File: src/rtl/ppm_frame_generator_macros.svh
// Assertion macros used by the PPM frame generator top level.
`ifndef PPM_FRAME_GENERATOR_MACROS_SVH
`define PPM_FRAME_GENERATOR_MACROS_SVH

// Same-cycle implication, disabled while reset is high.
`define PPMFG_ASSERT_NOW(label, clk, rst, ante, cons, msg) \
   label: assert property (@(posedge clk) disable iff (rst) (ante) |-> (cons)) \
      else $error(msg);

// Next-cycle implication, disabled while reset is high.
`define PPMFG_ASSERT_NEXT(label, clk, rst, ante, cons, msg) \
   label: assert property (@(posedge clk) disable iff (rst) (ante) |=> (cons)) \
      else $error(msg);

`endif

File: src/rtl/ppmfg_pkg.sv
// Shared constants, codes and types of the PPM frame generator.
package ppmfg_pkg;

   // Table and timer sizing.
   localparam int MAX_CHANNELS   = 16;
   localparam int TIME_BITS      = 32;
   localparam int TBL_ADDR_BITS  = (MAX_CHANNELS > 1) ? $clog2(MAX_CHANNELS) : 1;

   // Field widths fixed by the interface.
   localparam int SLOT_BITS      = 5;
   localparam int WIDTH_BITS     = 16;
   localparam int INDEX_BITS     = 4;
   localparam int CMD_BITS       = 2;
   localparam int CSR_INDEX_BITS = 3;
   localparam int CSR_DATA_BITS  = 16;

   // Reset values.
   localparam logic [WIDTH_BITS-1:0] DEFAULT_WIDTH        = 16'd1500;
   localparam logic [SLOT_BITS-1:0]  RESET_NUM_CHANNELS   = 5'd8;
   localparam logic [15:0]           RESET_GAP_LENGTH     = 16'd300;
   localparam logic [15:0]           RESET_FRAME_LENGTH   = 16'd22500;

   // Input commands.
   typedef enum logic [CMD_BITS-1:0] {
      CMD_TICK    = 2'd0,
      CMD_WRITE   = 2'd1,
      CMD_RESTART = 2'd2,
      CMD_HALT    = 2'd3
   } cmd_type;

   // Configuration register indexes.
   typedef enum logic [CSR_INDEX_BITS-1:0] {
      CSR_NUM_CHANNELS  = 3'd0,
      CSR_INVERT_OUTPUT = 3'd1,
      CSR_GAP_LENGTH    = 3'd2,
      CSR_FRAME_LENGTH  = 3'd3
   } csr_index_type;

   // Configuration as seen by the sequencer.
   typedef struct packed {
      logic [SLOT_BITS-1:0] num_channels;
      logic                 invert_output;
      logic [15:0]          gap_length;
      logic [15:0]          frame_length;
   } cfg_type;

   // One result transaction.
   typedef struct packed {
      logic                 line_level;
      logic [SLOT_BITS-1:0] slot;
      logic                 frame_begun;
      logic                 running;
   } rsp_type;

   // Write port of the width table.
   typedef struct packed {
      logic                     en;
      logic [TBL_ADDR_BITS-1:0] addr;
      logic [WIDTH_BITS-1:0]    data;
   } wr_type;

endpackage

File: src/rtl/ppmfg_width_mem.sv
// Channel width table: synchronous memory with reset valid bits and write forwarding.
module ppmfg_width_mem (
   input  logic                                 clock,
   input  logic                                 reset,
   input  ppmfg_pkg::wr_type                    wr,
   input  logic [ppmfg_pkg::TBL_ADDR_BITS-1:0]  rd_addr,
   output logic [ppmfg_pkg::WIDTH_BITS-1:0]     rd_width
);

   logic [ppmfg_pkg::WIDTH_BITS-1:0] mem [ppmfg_pkg::MAX_CHANNELS];
   logic [ppmfg_pkg::MAX_CHANNELS-1:0] valid_ff;
   logic [ppmfg_pkg::MAX_CHANNELS-1:0] valid_in;
   logic [ppmfg_pkg::WIDTH_BITS-1:0] rd_data_ff;
   logic [ppmfg_pkg::WIDTH_BITS-1:0] fwd_data_ff;
   logic                             fwd_hit_ff;
   logic                             fwd_hit_in;
   logic                             rd_valid_ff;
   logic                             rd_valid_in;

   // A write to the entry being read this cycle is forwarded around the array.
   assign fwd_hit_in  = wr.en && (wr.addr == rd_addr);
   assign rd_valid_in = valid_ff[rd_addr];

   // Valid bits: set by the first write of an entry.
   always_comb begin
      valid_in = valid_ff;
      if (wr.en) begin
         valid_in[wr.addr] = 1'b1;
      end
   end

   // Array write and registered read.
   always_ff @(posedge clock) begin
      if (wr.en) begin
         mem[wr.addr] <= wr.data;
      end
      rd_data_ff  <= mem[rd_addr];
      fwd_data_ff <= wr.data;
   end

   // Control state.
   always_ff @(posedge clock) begin
      if (reset) begin
         valid_ff    <= '0;
         fwd_hit_ff  <= 1'b0;
         rd_valid_ff <= 1'b0;
      end else begin
         valid_ff    <= valid_in;
         fwd_hit_ff  <= fwd_hit_in;
         rd_valid_ff <= rd_valid_in;
      end
   end

   // Entries never written read as the default width.
   assign rd_width = fwd_hit_ff  ? fwd_data_ff :
                     rd_valid_ff ? rd_data_ff  : ppmfg_pkg::DEFAULT_WIDTH;

endmodule

File: src/rtl/ppmfg_core.sv
// Frame sequencer: timer, deadline compare, phase and slot state, width prefetch address.
module ppmfg_core (
   input  logic                                 clock,
   input  logic                                 reset,
   input  logic                                 step_en,
   input  ppmfg_pkg::cmd_type                   cmd,
   input  ppmfg_pkg::cfg_type                   cfg,
   input  logic [ppmfg_pkg::WIDTH_BITS-1:0]     width,
   output logic [ppmfg_pkg::TBL_ADDR_BITS-1:0]  rd_addr,
   output ppmfg_pkg::rsp_type                   result
);

   localparam int TB = ppmfg_pkg::TIME_BITS;
   localparam int SB = ppmfg_pkg::SLOT_BITS;

   logic [TB-1:0] tick_ff,  tick_in;
   logic [TB-1:0] deadline_ff, deadline_in;
   logic [TB-1:0] frame_start_ff, frame_start_in;
   logic          in_gap_ff, in_gap_in;
   logic [SB-1:0] next_slot_ff, next_slot_in;
   logic          running_ff, running_in;
   logic          active_ff, active_in;

   logic [TB-1:0] tick_inc;
   logic [TB-1:0] diff;
   logic          ahead;
   logic [SB-1:0] eff_channels;
   logic          begun;

   // Timer compare against the deadline, modulo the counter range.
   assign tick_inc = tick_ff + TB'(1);
   assign diff     = deadline_ff - tick_inc;
   assign ahead    = (|diff) && !diff[TB-1];

   // Channel counts above the table size act as the table size.
   assign eff_channels = (32'(cfg.num_channels) > ppmfg_pkg::MAX_CHANNELS) ?
                         SB'(ppmfg_pkg::MAX_CHANNELS) : cfg.num_channels;

   // Next state for the accepted transaction.
   always_comb begin
      tick_in        = tick_ff;
      deadline_in    = deadline_ff;
      frame_start_in = frame_start_ff;
      in_gap_in      = in_gap_ff;
      next_slot_in   = next_slot_ff;
      running_in     = running_ff;
      active_in      = active_ff;
      begun          = 1'b0;
      if (step_en) begin
         case (cmd)
            ppmfg_pkg::CMD_TICK: begin
               tick_in = tick_inc;
               if (running_ff && !ahead) begin
                  if (in_gap_ff) begin
                     active_in   = 1'b0;
                     deadline_in = tick_inc + TB'(cfg.gap_length);
                  end else begin
                     if (next_slot_ff == '0) begin
                        frame_start_in = tick_inc;
                        begun          = 1'b1;
                     end
                     active_in = 1'b1;
                     if (next_slot_ff < eff_channels) begin
                        deadline_in  = tick_inc + TB'(width);
                        next_slot_in = next_slot_ff + SB'(1);
                     end else begin
                        deadline_in  = frame_start_in + TB'(cfg.frame_length)
                                       - TB'(cfg.gap_length);
                        next_slot_in = '0;
                     end
                  end
                  in_gap_in = !in_gap_ff;
               end
            end
            ppmfg_pkg::CMD_WRITE: begin
               // The table write goes straight to the memory.
            end
            ppmfg_pkg::CMD_RESTART: begin
               running_in     = 1'b1;
               in_gap_in      = 1'b0;
               tick_in        = '0;
               frame_start_in = '0;
               deadline_in    = '0;
               next_slot_in   = '0;
               active_in      = 1'b0;
            end
            ppmfg_pkg::CMD_HALT: begin
               running_in = 1'b0;
            end
            default: begin
            end
         endcase
      end
   end

   // State registers.
   always_ff @(posedge clock) begin
      if (reset) begin
         tick_ff        <= '0;
         deadline_ff    <= '0;
         frame_start_ff <= '0;
         in_gap_ff      <= 1'b0;
         next_slot_ff   <= '0;
         running_ff     <= 1'b0;
         active_ff      <= 1'b0;
      end else begin
         tick_ff        <= tick_in;
         deadline_ff    <= deadline_in;
         frame_start_ff <= frame_start_in;
         in_gap_ff      <= in_gap_in;
         next_slot_ff   <= next_slot_in;
         running_ff     <= running_in;
         active_ff      <= active_in;
      end
   end

   // Prefetch the width of the slot that the next transaction may start.
   assign rd_addr = ppmfg_pkg::TBL_ADDR_BITS'(next_slot_in);

   // Result of the accepted transaction.
   assign result.line_level  = active_in ^ cfg.invert_output;
   assign result.slot        = next_slot_in;
   assign result.frame_begun = begun;
   assign result.running     = running_in;

endmodule

File: src/rtl/ppm_frame_generator.sv
// Top level of the PPM frame generator: handshakes, configuration and output skid.
//
// Usage: each request transaction carries a command. A tick advances the frame
// timer by one and may start the next active phase or idle gap; a write stores
// one channel width; restart clears time, slot and phase and enables output
// with the line idle; halt stops phase changes while time keeps running.
// Every request yields exactly one response with the line level, the next
// slot, a frame-start flag and the running flag after that command.
// Each response is registered in the output entry, or in the skid entry if
// the output is stalled. Throughput is one request per cycle with req_stall
// low, set by the sequencer update and the width memory, whose read of the
// next slot is issued in the same cycle that the slot changes. A two-entry
// output stage (register plus skid) lets the block take a request while the
// previous response is stalled; req_stall rises only when both are full.
// Configuration goes through the csr channel, which is always ready; write it
// only while no response is pending. Reset is synchronous: it clears the
// timer state, loads the default registers, and marks every channel width as
// the default of 1500 ticks without a clearing pass.
module ppm_frame_generator (
   input  logic                                   clock,
   input  logic                                   reset,
   input  logic                                   req_valid,
   output logic                                   req_stall,
   input  logic [ppmfg_pkg::CMD_BITS-1:0]         req_command,
   input  logic [ppmfg_pkg::INDEX_BITS-1:0]       req_channel_index,
   input  logic [ppmfg_pkg::WIDTH_BITS-1:0]       req_channel_width,
   output logic                                   rsp_valid,
   input  logic                                   rsp_stall,
   output logic                                   rsp_line_level,
   output logic [ppmfg_pkg::SLOT_BITS-1:0]        rsp_slot,
   output logic                                   rsp_frame_begun,
   output logic                                   rsp_running,
   input  logic                                   csr_valid,
   output logic                                   csr_ready,
   input  logic [ppmfg_pkg::CSR_INDEX_BITS-1:0]   csr_index,
   input  logic [ppmfg_pkg::CSR_DATA_BITS-1:0]    csr_data
);

`include "ppm_frame_generator_macros.svh"

   ppmfg_pkg::cfg_type cfg_ff, cfg_in;
   ppmfg_pkg::wr_type  wr;
   ppmfg_pkg::rsp_type result;
   ppmfg_pkg::rsp_type out_ff, out_in;
   ppmfg_pkg::rsp_type skid_ff, skid_in;
   logic               out_valid_ff, out_valid_in;
   logic               skid_valid_ff, skid_valid_in;
   logic               req_accept;
   logic               rsp_pop;
   ppmfg_pkg::cmd_type cmd;
   logic [ppmfg_pkg::TBL_ADDR_BITS-1:0] rd_addr;
   logic [ppmfg_pkg::WIDTH_BITS-1:0]    rd_width;

   // Handshakes.
   assign req_stall  = skid_valid_ff;
   assign req_accept = req_valid && !skid_valid_ff;
   assign rsp_pop    = out_valid_ff && !rsp_stall;
   assign csr_ready  = 1'b1;
   assign cmd        = ppmfg_pkg::cmd_type'(req_command);

   // Configuration registers.
   always_comb begin
      cfg_in = cfg_ff;
      if (csr_valid) begin
         case (csr_index)
            ppmfg_pkg::CSR_NUM_CHANNELS:  cfg_in.num_channels  = csr_data[4:0];
            ppmfg_pkg::CSR_INVERT_OUTPUT: cfg_in.invert_output = csr_data[0];
            ppmfg_pkg::CSR_GAP_LENGTH:    cfg_in.gap_length    = csr_data;
            ppmfg_pkg::CSR_FRAME_LENGTH:  cfg_in.frame_length  = csr_data;
            default: begin
            end
         endcase
      end
   end

   always_ff @(posedge clock) begin
      if (reset) begin
         cfg_ff.num_channels  <= ppmfg_pkg::RESET_NUM_CHANNELS;
         cfg_ff.invert_output <= 1'b0;
         cfg_ff.gap_length    <= ppmfg_pkg::RESET_GAP_LENGTH;
         cfg_ff.frame_length  <= ppmfg_pkg::RESET_FRAME_LENGTH;
      end else begin
         cfg_ff <= cfg_in;
      end
   end

   // Width writes; indexes beyond the table are dropped.
   assign wr.en   = req_accept && (cmd == ppmfg_pkg::CMD_WRITE) &&
                    (32'(req_channel_index) < ppmfg_pkg::MAX_CHANNELS);
   assign wr.addr = ppmfg_pkg::TBL_ADDR_BITS'(req_channel_index);
   assign wr.data = req_channel_width;

   ppmfg_width_mem u_mem (
      .clock    (clock),
      .reset    (reset),
      .wr       (wr),
      .rd_addr  (rd_addr),
      .rd_width (rd_width)
   );

   ppmfg_core u_core (
      .clock   (clock),
      .reset   (reset),
      .step_en (req_accept),
      .cmd     (cmd),
      .cfg     (cfg_ff),
      .width   (rd_width),
      .rd_addr (rd_addr),
      .result  (result)
   );

   // Output register with skid entry.
   always_comb begin
      out_in        = out_ff;
      skid_in       = skid_ff;
      out_valid_in  = out_valid_ff;
      skid_valid_in = skid_valid_ff;
      if (skid_valid_ff) begin
         if (rsp_pop) begin
            out_in        = skid_ff;
            skid_valid_in = 1'b0;
         end
      end else if (req_accept) begin
         if (!out_valid_ff || rsp_pop) begin
            out_in       = result;
            out_valid_in = 1'b1;
         end else begin
            skid_in       = result;
            skid_valid_in = 1'b1;
         end
      end else if (rsp_pop) begin
         out_valid_in = 1'b0;
      end
   end

   always_ff @(posedge clock) begin
      out_ff  <= out_in;
      skid_ff <= skid_in;
   end

   always_ff @(posedge clock) begin
      if (reset) begin
         out_valid_ff  <= 1'b0;
         skid_valid_ff <= 1'b0;
      end else begin
         out_valid_ff  <= out_valid_in;
         skid_valid_ff <= skid_valid_in;
      end
   end

   assign rsp_valid       = out_valid_ff;
   assign rsp_line_level  = out_ff.line_level;
   assign rsp_slot        = out_ff.slot;
   assign rsp_frame_begun = out_ff.frame_begun;
   assign rsp_running     = out_ff.running;

   // Checks on the output stage and the result contents.
   `PPMFG_ASSERT_NOW(a_skid_behind_out, clock, reset, skid_valid_ff, out_valid_ff, "skid entry without output entry")
   `PPMFG_ASSERT_NEXT(a_skid_fill, clock, reset, req_accept && out_valid_ff && rsp_stall, skid_valid_ff, "stalled response not kept in skid")
   `PPMFG_ASSERT_NOW(a_begun_running, clock, reset, rsp_valid && rsp_frame_begun, rsp_running && rsp_line_level != cfg_ff.invert_output, "frame start while not active")

endmodule

File: config.mk
export PLATFORM = sky130hd
export DESIGN_NAME = ppm_frame_generator
export DESIGN_NICKNAME = d
export VERILOG_FILES = /design/src/rtl/ppmfg_pkg.sv /design/src/rtl/ppmfg_width_mem.sv /design/src/rtl/ppmfg_core.sv /design/src/rtl/ppm_frame_generator.sv
export VERILOG_INCLUDE_DIRS = /design/src /design/src/rtl
export SDC_FILE = /design/constraint.sdc
export NUM_CORES = 1
export LEC_CHECK = 0
export BUFFER_PORTS_ARGS = -buffer_cell sky130_fd_sc_hd__buf_4
export CORE_MARGIN = 1.5
export CORE_UTILIZATION = 55
export CTS_CLUSTER_SIZE = 25
export DETAILED_ROUTE_END_ITERATION = 8
export PLACE_DENSITY_LB_ADDON = 0.08
export SYNTH_ARGS = -nofsm -noshare
export SYNTH_HDL_FRONTEND = slang
export SYNTH_SLANG_ARGS = --single-unit
File: constraint.sdc
create_clock -name clock -period 8.1 [get_ports clock]
set_input_delay 0.405 -clock clock [delete_from_list [all_inputs] [get_ports clock]]
set_output_delay 0.405 -clock clock [all_outputs]
set_load 0.02 [all_outputs]
# Yosys cells after proc, flatten, opt, wreduce, memory -nomap -nowiden
# Memory sizes are Yosys's and may differ from the RTL's. A register that Yosys moved wholly into a read port is not among the register bits.
# Index checks and enable logic that the tools add are counted.
[totals]
in_bits = 46
register_bits = 194
word_cells = 135
ramBits = 256
n_memories = 1
out_inout_bits = 11
[classes]
order_cmp = 5
eq_ne = 11
n_reduce_logical = 32
bitwise = 4
addsub = 7
muxes = 50
[memory_table]
columns = ["name", "words", "word_bits", "rd", "rd_ports_with_merged_regs", "write_ports", "line", "source"]
rows = [
  ["u_mem.mem", 16, 16, 1, 1, 1, "ppmfg_width_mem.sv:10", "logic [ppmfg_pkg::WIDTH_BITS-1:0] mem [ppmfg_pkg::MAX_CHANNELS];"],
]
[ops]
columns = ["operator", "count"]
rows = [
  ["2-to-1 mux 32 bit", 10],
  ["case mux 32 bit (2 select lines)", 3],
  ["adder 32 x 16 -> 32 bit", 3],
  ["adder 32 x 1 -> 32 bit, second input constant", 1],
  ["2-to-1 mux 16 bit", 2],
  ["2-to-1 mux 8 bit", 4],
  ["OR reduction 32 bit", 1],
  ["subtractor 32 x 16 -> 32 bit", 1],
  ["subtractor 32 bit", 1],
  ["2-to-1 mux 5 bit", 5],
  ["2-to-1 mux 1 bit", 20],
  ["OR 16 bit", 1],
  ["AND reduction 3 bit", 4],
  ["less-than comparator 4 x 5 -> 1 bit, second input constant", 2],
  ["case mux 5 bit (2 select lines)", 1],
  ["AND reduction 2 bit", 5],
  ["nonzero test 2 bit", 4],
  ["logical AND 1 bit", 7],
  ["equality test 3 x 2 -> 1 bit, second input constant", 2],
  ["logical NOT 1 bit", 6],
  ["inequality test 2 x 1 -> 1 bit, second input constant", 3],
  ["case mux 1 bit (2 select lines)", 3],
  ["adder 5 x 1 -> 5 bit, second input constant", 1],
  ["> comparator 5 bit, second input constant", 1],
  ["other kinds (16)", 18],
]

# Logic depth before layout (Yosys ltp)
[depth]
word_depth = 15
depth_mapped = 33
depth_no_buf = 29

# Cells and area by module
# Synthesis repeated with hierarchy kept, for this count alone.
[unflattened]
cells_unflattened = 2496
area_unflattened_um2 = 26100.0
[modules_own_cells]
columns = ["mod", "area_per_inst_um2", "cells_each", "instances"]
rows = [
  ["ppmfg_core", 12469.5, 1755, 1],
  ["ppmfg_width_mem", 11324.6, 546, 1],
  ["ppm_frame_generator", 2306.0, 195, 1],
]

# Least setup slack after synthesis
# OpenSTA, ideal clock, no wires.
[synth_timing]
path_kind = "reg2reg"
from = "register u_core.tick_ff[2]"
to = "register u_mem.rd_valid_ff"
n_path_buf = 4
t_required_ns = 7.983
t_arrival_ns = 6.627
slack_ns = 1.356
period_less_slack_ns = 6.744
path_stages_with_launch = 31
cell_sequence = "dfxtp_1 -> nand3_2 -> buf_2 -> nor2_1 -> nand4_1 -> nor2_1 -> nand2_1 -> nor3_1 -> nand2_1 -> xnor2_1 -> inv_1 -> ha_1 -> clkbuf_1 -> nand3_1 -> a22oi_1 -> nor4_2 -> nor3_1 -> a31o_2 -> or4_1 -> a2111oi_2 -> nand4_1 -> nor4_2 -> a21o_1 -> buf_4 -> nand2_1 -> o21ai_1 -> buf_4 -> mux2i_1 -> mux2i_1 -> mux2_2 -> a22o_1"
[synth_between]
elab_chain_cells = 11
word_cells_on_any_way = 12
[synth_lines]
columns = ["element", "line", "source"]
rows = [
  ["start: declaration", "ppmfg_core.sv:16", "logic [TB-1:0] tick_ff, tick_in;"],
  ["start signal: assignment", "ppmfg_core.sv:107", "tick_ff <= tick_in;"],
  ["adder 32 x 1 -> 32 bit *", "ppmfg_core.sv:31", "assign tick_inc = tick_ff + TB'(1);"],
  ["subtractor 32 bit *", "ppmfg_core.sv:32", "assign diff = deadline_ff - tick_inc;"],
  ["OR reduction 32 bit or logical NOT 1 bit (tied branches)", "ppmfg_core.sv:33", "assign ahead = (|diff) && !diff[TB-1];"],
  ["logical AND 1 bit *", "ppmfg_core.sv:33", ""],
  ["logical NOT 1 bit *", "ppmfg_core.sv:53", "if (running_ff && !ahead) begin"],
  ["logical AND 1 bit *", "ppmfg_core.sv:53", ""],
  ["2-to-1 mux 5 bit *", "ppmfg_core.sv:53", ""],
  ["case mux 5 bit (2 select lines) *", "ppmfg_core.sv:50", "case (cmd)"],
  ["2-to-1 mux 5 bit *", "ppmfg_core.sv:49", "if (step_en) begin"],
  ["net rd_addr (one bit)", "ppm_frame_generator.sv:51", "logic [ppmfg_pkg::TBL_ADDR_BITS-1:0] rd_addr;"],
  ["binary-select mux 1 bit (select 4 bit) *", "ppmfg_width_mem.sv:22", "assign rd_valid_in = valid_ff[rd_addr];"],
  ["2-to-1 mux 1 bit (implied by the code) *", "ppmfg_width_mem.sv:22", ""],
  ["end signal: assignment", "ppmfg_width_mem.sv:50", "rd_valid_ff <= rd_valid_in;"],
  ["end: declaration", "ppmfg_width_mem.sv:17", "logic rd_valid_ff;"],
]
# The timed path passes the listed nets; every way through them passes the cells marked *. The select of a mux whose other input is x is not followed.
# A chain may end at the register's enable or synchronous reset.

# Worst setup path after layout
[layout_timing]
from = "register u_core.tick_ff[7]"
to = "register u_mem.rd_data_ff[13] in the netlist's numbering (read register of u_mem.mem)"
[layout_between]
elab_chain_cells = 9
word_cells_on_any_way = 10
[layout_lines]
columns = ["element", "line", "source"]
rows = [
  ["adder 32 x 1 -> 32 bit *", "ppmfg_core.sv:31", ""],
  ["subtractor 32 bit *", "ppmfg_core.sv:32", ""],
  ["OR reduction 32 bit or logical NOT 1 bit (tied branches)", "ppmfg_core.sv:33", ""],
  ["logical AND 1 bit *", "ppmfg_core.sv:33", ""],
  ["logical NOT 1 bit *", "ppmfg_core.sv:53", ""],
  ["logical AND 1 bit *", "ppmfg_core.sv:53", ""],
  ["2-to-1 mux 5 bit *", "ppmfg_core.sv:53", ""],
  ["case mux 5 bit (2 select lines) *", "ppmfg_core.sv:50", ""],
  ["2-to-1 mux 5 bit *", "ppmfg_core.sv:49", ""],
  ["end: declaration", "ppmfg_width_mem.sv:13", "logic [ppmfg_pkg::WIDTH_BITS-1:0] rd_data_ff;"],
]
# Mark *: on every way between the ends. The rest lies on a longest branch, timed or not.

==> flow_summary.yaml <==
outcome:
  status: "completed"
synth:
  synth.mux.area_fraction_pct: 3.13
  synthesis.area_sq_um: 25900
  synth_compound_area_share_pct: 15.7
  syn-instance-count: 2772
  synth-edff-count: 272
  ys_warn_count: 0
  synth_flop_cell: "edfxtp_1"
  synth_fa_ha_area_share_pct: 5.90
  synthSimpleGateAreaFrac_pct: 19.0
  synth-async-reset-ratio_pct: 0
  ys_types: 96
  seq_area_frac_synth_pct: 46.4
  syn_area_per_cell_sq_um: 9.36
  synthesis.nets: 2916
  synth_top_family_by_area: "simple AND/OR/NAND/NOR gates"
  synth_xor_area_share_pct: 5.44
  synth-seq-cells: 466
clock_network:
  cts_buffers: 49
  htreeDepth: 2
  postCtsSetupBuffers: 0
  clk_latency_ns: 0.62
  clock_path_buffers: 3
  ctsRootBufferMaster: "clkbuf_16"
  clk_pin_slew_ns: 0.06
  cts_tree: "done"
  numClockSinks: 466
power:
  power_uw: 5110
  peakVddDrop_v: 0.000232
  p_per_area_nw_per_um2: 178
  leakage_uw: 0.0108
timing:
  setup_tns_ns: 0
  relSlewSlack_pct: 12.0
  drv_slew: 0
  period_needed_ns: 7.64
  worst_pin_slew_ns: 1.31
  skew_ns: 0.0230
  hold_viol: 0
  finalCritPeriodShare_pct: 94.3
  clock.fmax_ghz: 0.131
  setup_violations: 0
place:
  gp_congestion: 0.956
  place_inst: 3330
  hpwlAfterDp_microns: 52600
  numPortBuffers: 55
  dpl_cell_area_sq_um: 27000
layout:
  final_cell_mix: "nor2_1, nand2_1, edfxtp_1, dfxtp_1, a21oi_1"
  stdcell_area_sq_um: 28700
  final_util_pct: 61.7
  drive_gt1_share_pct: 9.03
  final_common_cell: "nor2_1"
  final_cells: 3432
  syn2layout_area_growth_pct: 10.7
  fill_cells: 3944
  final_nets: 2928
hold_path:
  hold_class: "in -> reg"
routing:
  via_count: 21000
  drt_iter0_markers: 1676
  via_per_inst: 6.13
  postRouteAntennaNets: 0
  wire_per_inst_microns: 21.9
  wl_microns: 75300
  first_pass_iters: 5
  drc: 0
worst_setup_path:
  cpPeakStageDelay_ns: 0.48
  crit_path_end_kind: "flop"
  critPathArrivalTime_ns: 8.10
  path_class: "reg -> reg"
  crit_slowest_cell: "dfxtp_1"
  start_kind: "flop"
  cp_data_required_time_ns: 8.56
  regToRegSetupSlack_ns: 0.46
  crit_fanout: 40
die:
  start_util_pct: 55.7
  chipHeight_microns: 220
  io_pins: 57
  core_area_sq_um: 46600
  die-area_sq_um: 48500
  die_w_microns: 220
  std_cell_rows: 79
global_route:
  grt_usage_pct: 31.2
  antenna_found_initial: 2
  grt_pass1_wl_microns: 115000
  grt_pass1_vias: 20300
  grt_max_degree: 134
  gr-total-overflow: 0
job:
  drv_cap: 0
-- where the power goes --
part	internal (uW)	total, uW	switching, uW
clock network	1210	2190	977
logic	140	374	235
registers	2530	2550	16.5
total	3880	5110	1230
-- final cells by class --
type / count / area [sq um] / share of cell area, %
Tap cell: 607 / 759 / 2.64
Antenna cell: 1 / 2.50 / 0.00871
Multi-Input combinational cell: 2014 / 12800 / 44.7
Timing Repair Buffer: 123 / 1010 / 3.52
Sequential cell: 466 / 12100 / 41.9
Clock buffer: 59 / 1290 / 4.48
Inverter: 130 / 489 / 1.70
Clock inverter: 32 / 284 / 0.988
-- layer usage --
metal,wire length [microns],vias up,track usage [%]
li1,-,9971,-
met1,30500,10300,38.0
met2,37600,635,55.0
met3,3950,168,4.21
met4,3170,0,13.7
met5,0,-,0
-- flip-flops by register name, indices dropped and copies added (netlist names), 8 cells and up --
| name | flops |
|---|---|
| skid_ff | 8 |
| u_mem.valid_ff | 16 |
| u_mem.fwd_data_ff | 16 |
| u_mem.mem | 256 |
| u_mem.rd_data_ff | 16 |
| u_core.tick_ff | 32 |
| u_core.deadline_ff | 32 |
| cfg_ff | 38 |
| u_core.frame_start_ff | 32 |
-- logic make-up after synthesis --
kind of cell | count (synthesis)
flip-flops | 466
adder cells (fa/ha/maj) | 114
AO/OA/AOI/OAI | 607
XOR/XNOR | 147
AND/OR/NAND/NOR | 1066
buffers and inverters | 292
multiplexers | 79
other | 1
-- synthesized netlist by cell type, drive strengths merged, types with 22 or more instances --
master / n / area [sq um]
a211oi: 29 / 218
a21o: 27 / 203
a21oi: 164 / 836
a22oi: 35 / 277
buf: 50 / 243
clkbuf: 112 / 422
dfxtp: 194 / 3880
edfxtp: 272 / 8170
ha: 79 / 988
inv: 130 / 488
mux2i: 71 / 723
nand2: 335 / 1260
nand3: 107 / 541
nand3b: 39 / 293
nor2: 361 / 1360
nor2b: 22 / 138
nor3: 48 / 257
o21ai: 126 / 631
or3: 24 / 155
xnor2: 96 / 841
xor2: 42 / 368
-- final timing paths --
| path | from | endpoint | cells after the start |
|---|---|---|---|
| worst min register to register | cfg_ff[11] | cfg_ff[11] | 2 |
| worst max register to register | u_core.tick_ff[7] | u_mem.rd_data_ff[13] | 27 |
| worst min-delay path | req_channel_width[14] | u_mem.fwd_data_ff[14] | 1 |
| worst max-delay path | u_core.tick_ff[7] | u_mem.rd_data_ff[13] | 27 |
-- what timing repair did --
action                                  CTS  global route
gates resized for setup                   0             3
hold buffers                             10             0
hold endpoints to repair                 10             0
endpoints found under the setup margin    0            37
-- worst max-delay path, delay by kind of cell (launching register included) --
kind	cells	cell delay [ns]
compound gates	8	1.88
xor+xnor	1	0.24
fa+ha+maj	1	0.43
buf+inv	3	0.68
flops	1	0.48
simple gates	14	3.72
-- stage by stage --
step	hold WS, ns	setup slack, ns
after floorplan	0.432	1.36
after global placement	0.447	0.581
after detailed placement	0.450	0.331
after CTS	0.000838	0.281
after global routing	0.0179	-0.00447
final	0.0272	0.459
Power figures use the tool's default switching activity.
